===== config.mk =====
export PLATFORM = sky130hd
export DESIGN_NAME = http_message_start_finder_flat
export DESIGN_NICKNAME = d
export VERILOG_FILES = /design/src/hmsf_pkg.sv /design/src/hmsf_if.sv /design/src/hmsf_match.sv /design/src/http_message_start_finder.sv /design/src/flat_wrapper.sv
export VERILOG_INCLUDE_DIRS = /design/src /design/src/src
export SDC_FILE = /design/constraint.sdc
export NUM_CORES = 1
export LEC_CHECK = 0
export ABC_AREA = 1
export BUFFER_PORTS_ARGS = -buffer_cell sky130_fd_sc_hd__buf_2
export CAP_MARGIN = 20
export CORE_UTILIZATION = 29
export DETAILED_ROUTE_END_ITERATION = 12
export SYNTH_ARGS = -nofsm -noshare
export SYNTH_HDL_FRONTEND = slang
export SYNTH_SLANG_ARGS = --single-unit

===== constraint.sdc =====
create_clock -name clk_i -period 9.5 [get_ports clk_i]
set_input_delay 2.375 -clock clk_i [delete_from_list [all_inputs] [get_ports clk_i]]
set_output_delay 2.375 -clock clk_i [all_outputs]
set_load 0.1 [all_outputs]

===== src/assert_macros.svh =====
// ----------------------------------------------------------------------------
// assertion macros
// shared concurrent assertion helpers for the message start finder
// ----------------------------------------------------------------------------
`ifndef ASSERT_MACROS_SVH
`define ASSERT_MACROS_SVH

// property checked on every rising edge, off while reset is held
`define ASSERT_CLK(lbl, clk, rst_n, prop, msg) \
  lbl: assert property (@(posedge clk) disable iff (!rst_n) (prop)) else $error(msg);

// implication checked on every rising edge, off while reset is held
`define ASSERT_IMPL(lbl, clk, rst_n, pre, post, msg) \
  lbl: assert property (@(posedge clk) disable iff (!rst_n) (pre) |-> (post)) \
    else $error(msg);

// next-cycle implication, off while reset is held
`define ASSERT_NEXT(lbl, clk, rst_n, pre, post, msg) \
  lbl: assert property (@(posedge clk) disable iff (!rst_n) (pre) |=> (post)) \
    else $error(msg);

`endif


===== src/hmsf_pkg.sv =====
// ----------------------------------------------------------------------------
// hmsf_pkg
// types, flag tables and match helpers for the message start finder
// ----------------------------------------------------------------------------
package hmsf_pkg;

  localparam int unsigned MAX_BUFFER = 65536;
  localparam int unsigned OFFSET_W   = 16;
  localparam int unsigned WIN        = 8;
  localparam int unsigned VIEW_LEN   = WIN + 1;
  localparam int unsigned LEN_W      = 4;

  // saturation point of the byte position
  localparam logic [OFFSET_W-1:0] POS_TOP =
    OFFSET_W'(((MAX_BUFFER - 1) > 65535) ? 65535 : (MAX_BUFFER - 1));

  localparam logic KIND_REQUEST  = 1'b0;
  localparam logic KIND_RESPONSE = 1'b1;

  // byte 0 is the newest byte
  typedef logic [VIEW_LEN-1:0][7:0] window_t;

  // text right aligned: the last character of the flag sits in byte 0
  typedef struct packed {
    window_t          text;
    logic [LEN_W-1:0] len;
  } flag_t;

  typedef struct packed {
    logic             term;
    logic             flag;
    logic [LEN_W-1:0] back;
  } match_t;

  localparam int unsigned NUM_REQ  = 9;
  localparam int unsigned NUM_RESP = 2;

  localparam flag_t TERM_FLAG = '{text: window_t'("\r\n\r\n"), len: LEN_W'(4)};

  localparam flag_t REQ_FLAGS [NUM_REQ] = '{
    '{text: window_t'("GET "),     len: LEN_W'(4)},
    '{text: window_t'("HEAD "),    len: LEN_W'(5)},
    '{text: window_t'("POST "),    len: LEN_W'(5)},
    '{text: window_t'("PUT "),     len: LEN_W'(4)},
    '{text: window_t'("DELETE "),  len: LEN_W'(7)},
    '{text: window_t'("CONNECT "), len: LEN_W'(8)},
    '{text: window_t'("OPTIONS "), len: LEN_W'(8)},
    '{text: window_t'("TRACE "),   len: LEN_W'(6)},
    '{text: window_t'("PATCH "),   len: LEN_W'(6)}
  };

  localparam flag_t RESP_FLAGS [NUM_RESP] = '{
    '{text: window_t'("HTTP/1.1 "), len: LEN_W'(9)},
    '{text: window_t'("HTTP/1.0 "), len: LEN_W'(9)}
  };

  // true when the flag ends on the newest byte of the view
  function automatic logic flag_hit(window_t view, flag_t f);
    logic hit;
    hit = (f.len != '0);
    for (int j = 0; j < VIEW_LEN; j++) begin
      if ((LEN_W'(j) < f.len) && (view[j] != f.text[j])) begin
        hit = 1'b0;
      end
    end
    return hit;
  endfunction

endpackage


===== src/hmsf_if.sv =====
// ----------------------------------------------------------------------------
// hmsf channel interfaces
// valid/ready channels for bytes in, results out and the kind register
// ----------------------------------------------------------------------------
interface hmsf_in_if;
  logic       valid;
  logic       ready;
  logic [7:0] data_byte;
  logic       last_byte;

  modport source (output valid, output data_byte, output last_byte, input ready);
  modport sink   (input valid, input data_byte, input last_byte, output ready);
endinterface

interface hmsf_out_if;
  logic        valid;
  logic        ready;
  logic        found;
  logic [15:0] start_offset;

  modport source (output valid, output found, output start_offset, input ready);
  modport sink   (input valid, input found, input start_offset, output ready);
endinterface

interface hmsf_cfg_if;
  logic valid;
  logic ready;
  logic message_kind;

  modport source (output valid, output message_kind, input ready);
  modport sink   (input valid, input message_kind, output ready);
endinterface


===== src/hmsf_match.sv =====
// ----------------------------------------------------------------------------
// hmsf_match
// parallel compare of the byte window against terminator and start flags
// ----------------------------------------------------------------------------
module hmsf_match (
  input  hmsf_pkg::window_t window_i,
  input  logic              kind_i,
  output hmsf_pkg::match_t  match_o
);
  import hmsf_pkg::*;

  logic [LEN_W-1:0] best_len;
  logic             any_hit;

  // shortest matching flag gives the latest start
  always_comb begin
    best_len = '1;
    any_hit  = 1'b0;
    if (kind_i == KIND_RESPONSE) begin
      for (int k = 0; k < NUM_RESP; k++) begin
        if (flag_hit(window_i, RESP_FLAGS[k]) && (RESP_FLAGS[k].len < best_len)) begin
          best_len = RESP_FLAGS[k].len;
          any_hit  = 1'b1;
        end
      end
    end else begin
      for (int k = 0; k < NUM_REQ; k++) begin
        if (flag_hit(window_i, REQ_FLAGS[k]) && (REQ_FLAGS[k].len < best_len)) begin
          best_len = REQ_FLAGS[k].len;
          any_hit  = 1'b1;
        end
      end
    end
    match_o.term = flag_hit(window_i, TERM_FLAG);
    match_o.flag = any_hit;
    match_o.back = best_len - LEN_W'(1);
  end

endmodule


===== src/http_message_start_finder.sv =====
// ----------------------------------------------------------------------------
// http_message_start_finder
// finds the offset where an http message start line begins in a byte buffer
// ----------------------------------------------------------------------------
// usage:
//   in_ch carries one buffer byte per transaction, last_byte marks the final
//   byte. cfg_ch writes message_kind (0 request methods, 1 response versions)
//   and is always ready; write it only while the block is idle.
//   out_ch carries at most one result per buffer: found with the latest flag
//   start of the first segment that holds a flag, closed by crlfcrlf, or
//   found = 0 and offset 0 at the end of a buffer with no report.
// timing:
//   a byte accepted on in_ch is held in the input register and evaluated
//   from there into the result register, which drives out_ch until the
//   result is taken. one byte per cycle is sustained while out_ch does not
//   stall; the single loop is the window compare plus the offset subtract
//   and compare.
// stall:
//   when out_ch stalls with a result pending, the input register keeps one
//   more byte and in_ch.ready drops until the result is taken.
// reset:
//   rst_ni clears the window, position, best offset, pending result and
//   message_kind (request flags selected).
// ----------------------------------------------------------------------------
module http_message_start_finder (
  input  logic       clk_i,
  input  logic       rst_ni,
  hmsf_in_if.sink    in_ch,
  hmsf_cfg_if.sink   cfg_ch,
  hmsf_out_if.source out_ch
);
  import hmsf_pkg::*;
  `include "assert_macros.svh"

  // input register
  logic             in_valid_q;
  logic [7:0]       in_byte_q;
  logic             in_last_q;

  // per-buffer state and message kind
  logic [WIN-1:0][7:0]   recent_q, recent_d;
  logic [OFFSET_W-1:0]   pos_q, pos_d;
  logic [OFFSET_W-1:0]   best_start_q, best_start_d;
  logic                  best_valid_q, best_valid_d;
  logic                  reported_q, reported_d;
  logic                  kind_q;

  // result register
  logic                  out_valid_q, out_valid_d;
  logic                  out_found_q, out_found_d;
  logic [OFFSET_W-1:0]   out_offset_q, out_offset_d;

  logic                  adv;
  logic                  in_take;
  window_t               view;
  match_t                hit;
  logic [OFFSET_W-1:0]   flag_start;

  // an item moves on when the result slot is free or being emptied
  assign adv     = in_valid_q && (!out_valid_q || out_ch.ready);
  assign in_take = in_ch.valid && in_ch.ready;

  assign in_ch.ready  = !in_valid_q || adv;
  assign cfg_ch.ready = 1'b1;

  assign out_ch.valid        = out_valid_q;
  assign out_ch.found        = out_found_q;
  assign out_ch.start_offset = out_offset_q;

  assign view = {recent_q, in_byte_q};

  hmsf_match u_match (
    .window_i (view),
    .kind_i   (kind_q),
    .match_o  (hit)
  );

  // start of the flag, clipped at offset zero
  assign flag_start = (pos_q >= OFFSET_W'(hit.back)) ? (pos_q - OFFSET_W'(hit.back)) : '0;

  always_comb begin
    recent_d     = recent_q;
    pos_d        = pos_q;
    best_start_d = best_start_q;
    best_valid_d = best_valid_q;
    reported_d   = reported_q;
    out_valid_d  = out_valid_q;
    out_found_d  = out_found_q;
    out_offset_d = out_offset_q;

    if (adv) begin
      out_valid_d = 1'b0;
      if (!reported_q) begin
        if (hit.term) begin
          // segment closes here
          if (best_valid_q) begin
            out_valid_d  = 1'b1;
            out_found_d  = 1'b1;
            out_offset_d = best_start_q;
            reported_d   = 1'b1;
          end
          best_valid_d = 1'b0;
          recent_d     = '0;
        end else begin
          if (hit.flag) begin
            if (!best_valid_q || (flag_start > best_start_q)) begin
              best_start_d = flag_start;
            end
            best_valid_d = 1'b1;
          end
          recent_d = {recent_q[WIN-2:0], in_byte_q};
        end
      end

      if (in_last_q) begin
        // end of buffer: not-found unless something was reported
        if (!out_valid_d && !reported_q) begin
          out_valid_d  = 1'b1;
          out_found_d  = 1'b0;
          out_offset_d = '0;
        end
        recent_d     = '0;
        pos_d        = '0;
        best_start_d = '0;
        best_valid_d = 1'b0;
        reported_d   = 1'b0;
      end else if (pos_q < POS_TOP) begin
        pos_d = pos_q + OFFSET_W'(1);
      end
    end else if (out_ch.ready) begin
      out_valid_d = 1'b0;
    end
  end

  always_ff @(posedge clk_i or negedge rst_ni) begin
    if (!rst_ni) begin
      in_valid_q   <= 1'b0;
      recent_q     <= '0;
      pos_q        <= '0;
      best_start_q <= '0;
      best_valid_q <= 1'b0;
      reported_q   <= 1'b0;
      kind_q       <= KIND_REQUEST;
      out_valid_q  <= 1'b0;
    end else begin
      if (in_ch.ready) begin
        in_valid_q <= in_ch.valid;
      end
      if (cfg_ch.valid && cfg_ch.ready) begin
        kind_q <= cfg_ch.message_kind;
      end
      recent_q     <= recent_d;
      pos_q        <= pos_d;
      best_start_q <= best_start_d;
      best_valid_q <= best_valid_d;
      reported_q   <= reported_d;
      out_valid_q  <= out_valid_d;
    end
  end

  // payload registers
  always_ff @(posedge clk_i) begin
    if (in_take) begin
      in_byte_q <= in_ch.data_byte;
      in_last_q <= in_ch.last_byte;
    end
    out_found_q  <= out_found_d;
    out_offset_q <= out_offset_d;
  end

  `ASSERT_CLK(a_pos_sat, clk_i, rst_ni, pos_q <= POS_TOP,
    "byte position beyond saturation point")
  `ASSERT_IMPL(a_notfound_zero, clk_i, rst_ni, out_valid_q && !out_found_q,
    out_offset_q == '0, "not-found result with nonzero offset")
  `ASSERT_IMPL(a_stall_cause, clk_i, rst_ni, in_valid_q && !in_ch.ready,
    out_valid_q && !out_ch.ready, "input stalled without a blocked result")
  `ASSERT_NEXT(a_report, clk_i, rst_ni, adv && hit.term && best_valid_q && !reported_q,
    out_valid_q && out_found_q, "terminator after a flag gave no found result")
  `ASSERT_NEXT(a_buf_clear, clk_i, rst_ni, adv && in_last_q,
    pos_q == '0 && !best_valid_q && !reported_q, "buffer state not cleared after last byte")

endmodule

===== src/flat_wrapper.sv =====
// flat-port wrapper written by rule: the top's interface ports become plain ports
module http_message_start_finder_flat import hmsf_pkg::*;
  (clk_i, rst_ni, in_ch_valid, in_ch_data_byte, in_ch_last_byte, in_ch_ready, cfg_ch_valid, cfg_ch_message_kind, cfg_ch_ready, out_ch_valid, out_ch_found, out_ch_start_offset, out_ch_ready);
  hmsf_in_if in_ch_i ();
  hmsf_cfg_if cfg_ch_i ();
  hmsf_out_if out_ch_i ();
  input  logic clk_i;
  input  logic rst_ni;
  input wire logic [$bits(in_ch_i.valid)-1:0] in_ch_valid;
  input wire logic [$bits(in_ch_i.data_byte)-1:0] in_ch_data_byte;
  input wire logic [$bits(in_ch_i.last_byte)-1:0] in_ch_last_byte;
  output wire logic [$bits(in_ch_i.ready)-1:0] in_ch_ready;
  input wire logic [$bits(cfg_ch_i.valid)-1:0] cfg_ch_valid;
  input wire logic [$bits(cfg_ch_i.message_kind)-1:0] cfg_ch_message_kind;
  output wire logic [$bits(cfg_ch_i.ready)-1:0] cfg_ch_ready;
  output wire logic [$bits(out_ch_i.valid)-1:0] out_ch_valid;
  output wire logic [$bits(out_ch_i.found)-1:0] out_ch_found;
  output wire logic [$bits(out_ch_i.start_offset)-1:0] out_ch_start_offset;
  input wire logic [$bits(out_ch_i.ready)-1:0] out_ch_ready;
  assign in_ch_i.valid = in_ch_valid;
  assign in_ch_i.data_byte = in_ch_data_byte;
  assign in_ch_i.last_byte = in_ch_last_byte;
  assign in_ch_ready = in_ch_i.ready;
  assign cfg_ch_i.valid = cfg_ch_valid;
  assign cfg_ch_i.message_kind = cfg_ch_message_kind;
  assign cfg_ch_ready = cfg_ch_i.ready;
  assign out_ch_valid = out_ch_i.valid;
  assign out_ch_found = out_ch_i.found;
  assign out_ch_start_offset = out_ch_i.start_offset;
  assign out_ch_i.ready = out_ch_ready;
  http_message_start_finder u_core (.clk_i(clk_i), .rst_ni(rst_ni), .in_ch(in_ch_i), .cfg_ch(cfg_ch_i), .out_ch(out_ch_i));
endmodule

==> impl_metrics.csv <==
group,metric,value,unit
worst_hold_path,min_to,"u_core.best_start_q[4]",
cts,clockBufferDepth,2,
worst_hold_path,hp-class,"reg2reg",
global_route,grt_max_degree,114,
routing,wl_per_cell,16.33,um
critical_path,r2r_slack,3370,ps
yosys,synth_area_leader_cell,"dfrtp_1",
critical_path,slowest_delay,620,ps
place,io_buffer_count,33,
critical_path,crit_fanout,17,
cells_and_area,fin_cells,1469,
yosys,synth_edf_count,26,
timing,min_period_over_period,0.6454,
timing,slew_viol_final,0,
cts,ctsHoldBuffers,0,
cts,tritoncts,"done",
yosys,netlist.area_leader.share,0.3129,
timing,fmax,163.1,MHz
yosys,synth_cell_types,45,
timing,setup_tns,0,ps
cells_and_area,diodes,0,
floorplanning,core,27100,um^2
timing,period_needed,6131,ps
cells_and_area,regArea,3308,um^2
critical_path,worst_setup_path_start_kind,"register",
cts,htreeDepth,4,
place,placed_cells,1436,
global_route,overflow,0,
yosys,ys.flop_type,"dfrtp_1",
critical_path,arrival,6430,ps
timing,setup_viol,0,
yosys,syn-instance-count,1072,
floorplanning,num_rows,60,
worst_hold_path,hold-path-cell-count,2,
cells_and_area,drive_gt1_frac,0.1413,
pwr,pwr-share-comb,0.179,
timing,finClkSkew,13.35,ps
routing,first_pass_iters,5,
floorplanning,io-pin-count,35,
run_status,status,"finished clean",
global_route,grt_pass1_wl,39.63,mm
floorplanning,die_h,168.9,um
yosys,syn_avg_cell_area,7.534,um^2
routing,finalWirelength,24.00,mm
cts,clk_pin_slew,60,ps
critical_path,cp.required,9800,ps
critical_path,reg2reg_from,"u_core.recent_q[1]",
routing,drc,0,
yosys,ys_async_sr_fraction,0.7953,
yosys,yosys_warnings,0,
place,hpwlAfterDp,17.63,mm
floorplanning,dieArea,28520,um^2
global_route,track_usage,0.1773,
timing,relSlewSlack,0.3172,
critical_path,path_common_cell,"nand2_1",
routing,vias,7381,
cells_and_area,multiInputGateArea,4015,um^2
pwr,p_seq_frac,0.399,
cells_and_area,nNetsFinal,1122,
timing,worst_pin_slew,1024,ps
floorplanning,die_w,168.9,um
yosys,ys_seq_area_frac,0.4096,
critical_path,endpoint_kind,"register",
yosys,synthesis.nets,1110,
critical_path,worstReg2RegEnd,"u_core.best_start_q[2]",
cts,post-cts-setup-buffers,0,
routing,postRouteAntennaNets,0,
critical_path,critical-path-slowest-cell,"a21oi_2",
cts,cts-buffers-inserted,17,
pwr,p_sw,0.5485,mW
pwr,power_density,177.2,nW/um^2
cts,cts_root_buf,"clkbuf_16",
cells_and_area,utilization,0.3369,
yosys,syn_area,8076,um^2
cts,insertion_delay,420,ps
timing,finalHoldViolations,0,
routing,drt_iter0_markers,666,
place,gp_congestion,0.9737,
yosys,synth_area_leaders,"dfrtp_1, edfxtp_1, nand2_1, nand3_1, nor2_1",
timing,rsz0062_at_grt,"false",
pwr,internal-power,1.069,mW
cts,cts.sinks,127,
cts,cts_resized,0,
worst_hold_path,worstHoldStart,"u_core.best_start_q[4]",
pwr,pwr-share-clk,0.422,
pwr,irDropWorstVdd,0.1025,mV
timing,whs,497.8,ps
critical_path,r2r_cells,32,
critical_path,crit_type,"reg2reg",
routing,routed_via_density,5.025,
cells_and_area,num-fill-cells,2874,
global_route,antenna_found_initial,0,
cells_and_area,syn_to_final_growth,13.06,%
yosys,ys_ff_latch,127,
floorplanning,start_util,0.2980,
pwr,leakage,3.907,nW
pwr,swShare,0.3390,
flow_run,maxCapViolCount,0,
global_route,grt_pass1_vias,7151,
## critical path, delay by kind of cell, from the launching register on
| kind | cells | cell delay [ps] |
|---|---|---|
| AND/OR/NAND/NOR | 24 | 2800 |
| buffers and inverters | 2 | 450 |
| adder cells (fa/ha/maj) | 3 | 1050 |
| AO/OA/AOI/OAI | 3 | 1120 |
| flip-flops | 1 | 580 |
## cell families after synthesis
group	after synthesis	share of synthesized area
other cells	1	0.0004643
simple gates	591	0.3569
fa+ha+maj	23	0.03656
xor+xnor	13	0.01410
buf+inv	180	0.09326
compound gates	137	0.08908
flops	127	0.4096
## power by group through the flow
stage	clock, mW	sequential, mW	combinational [mW]
finish	0.683	0.646	0.289
global route	0.718	0.652	0.316
CTS	0.697	0.645	0.289
detailed placement	0	0.655	0.288
global placement	0	0.653	0.287
floorplan	0	0.702	0.159
## worst max path at each step
stage	endpoint	slack (ps)	cells past startpoint	from
CTS	u_core.best_start_q[3]	3450	32	u_core.recent_q[1]
global placement	u_core.best_start_q[5]	3630	31	u_core.recent_q[6]
floorplan	in_ch_ready	3940	2	out_ch_ready
finish	u_core.best_start_q[2]	3370	32	u_core.recent_q[1]
global route	u_core.best_start_q[1]	2770	33	u_core.recent_q[13]
detailed placement	u_core.best_start_q[0]	3470	34	u_core.recent_q[1]
## through the flow
stage               cell area, um^2  power, mW  setup slack [ps]
global route                   9131      1.687              2774
floorplan                      8077     0.8608              3942
global placement               8496     0.9406              3628
finish                         9131      1.618              3369
CTS                            9104      1.631              3447
detailed placement             8496     0.9425              3470
## cell usage in the layout, fill, tap and decap left out, types with 3 or more instances in the layout
cell type     n
nand2_1     194
nor2_1      123
inv_1       104
dfrtp_1     101
nand3_1      93
nand4_1      73
o21ai_0      49
a21oi_1      46
nor3_1       37
buf_2        32
o21ai_1      30
inv_2        27
edfxtp_1     26
ha_1         22
clkbuf_16    17
nor2_2       15
nand3_2      13
xor2_1       12
nor4_1        8
nor2_4        8
nand2_2       7
nand3b_1      6
o31ai_1       5
buf_4         5
inv_6         4
clkinv_2      3
nand2_4       3
clkinv_1      3
nor3b_1       3
a21oi_2       3
bufinv_16     3
clkinv_4      3
clkinvlp_4    3
## per-layer routing
layer  vias up  wire length (um)  GRT usage
met1      3522             11990     0.2602
met3        37              1080    0.02923
met5         -                 0          0
met2       203             10470     0.2627
li1       3619                 -          -
met4         0               451    0.05731
## area by class of cell
| class | instances | share of cell area |
|---|---|---|
| clock buffer | 17 | 0.04659 |
| inverter | 135 | 0.05577 |
| multi-input combinational | 765 | 0.4397 |
| clock inverter | 15 | 0.02001 |
| timing repair buffer | 38 | 0.02466 |
| tap | 372 | 0.05097 |
| sequential | 127 | 0.3623 |
## state kept, by name, indices dropped and copies added, names as in the netlist
signal	cells
u_core.in_valid_q	1
u_core.best_valid_q	1
u_core.best_start_q	16
u_core.in_last_q	1
u_core.out_ch.valid	1
u_core.out_ch.found	1
u_core.out_ch.start_offset	16
u_core.reported_q	1
u_core.recent_q	64
u_core.kind_q	1
u_core.in_byte_q	8
u_core.pos_q	16
## synth_stat cells (3+ instances only)
cell type,n
a21oi_1,46
a21oi_2,3
buf_1,5
buf_2,21
buf_4,4
clkbuf_1,12
dfrtp_1,101
edfxtp_1,26
ha_1,22
inv_1,104
inv_2,27
nand2_1,194
nand2_2,7
nand2_4,3
nand3_1,93
nand3_2,13
nand3b_1,6
nand4_1,73
nor2_1,123
nor2_2,15
nor2_4,8
nor3_1,37
nor3b_1,3
nor4_1,8
o21ai_0,49
o21ai_1,30
o31ai_1,5
xor2_1,12
Note: power is estimated with default switching activity, not from simulation.
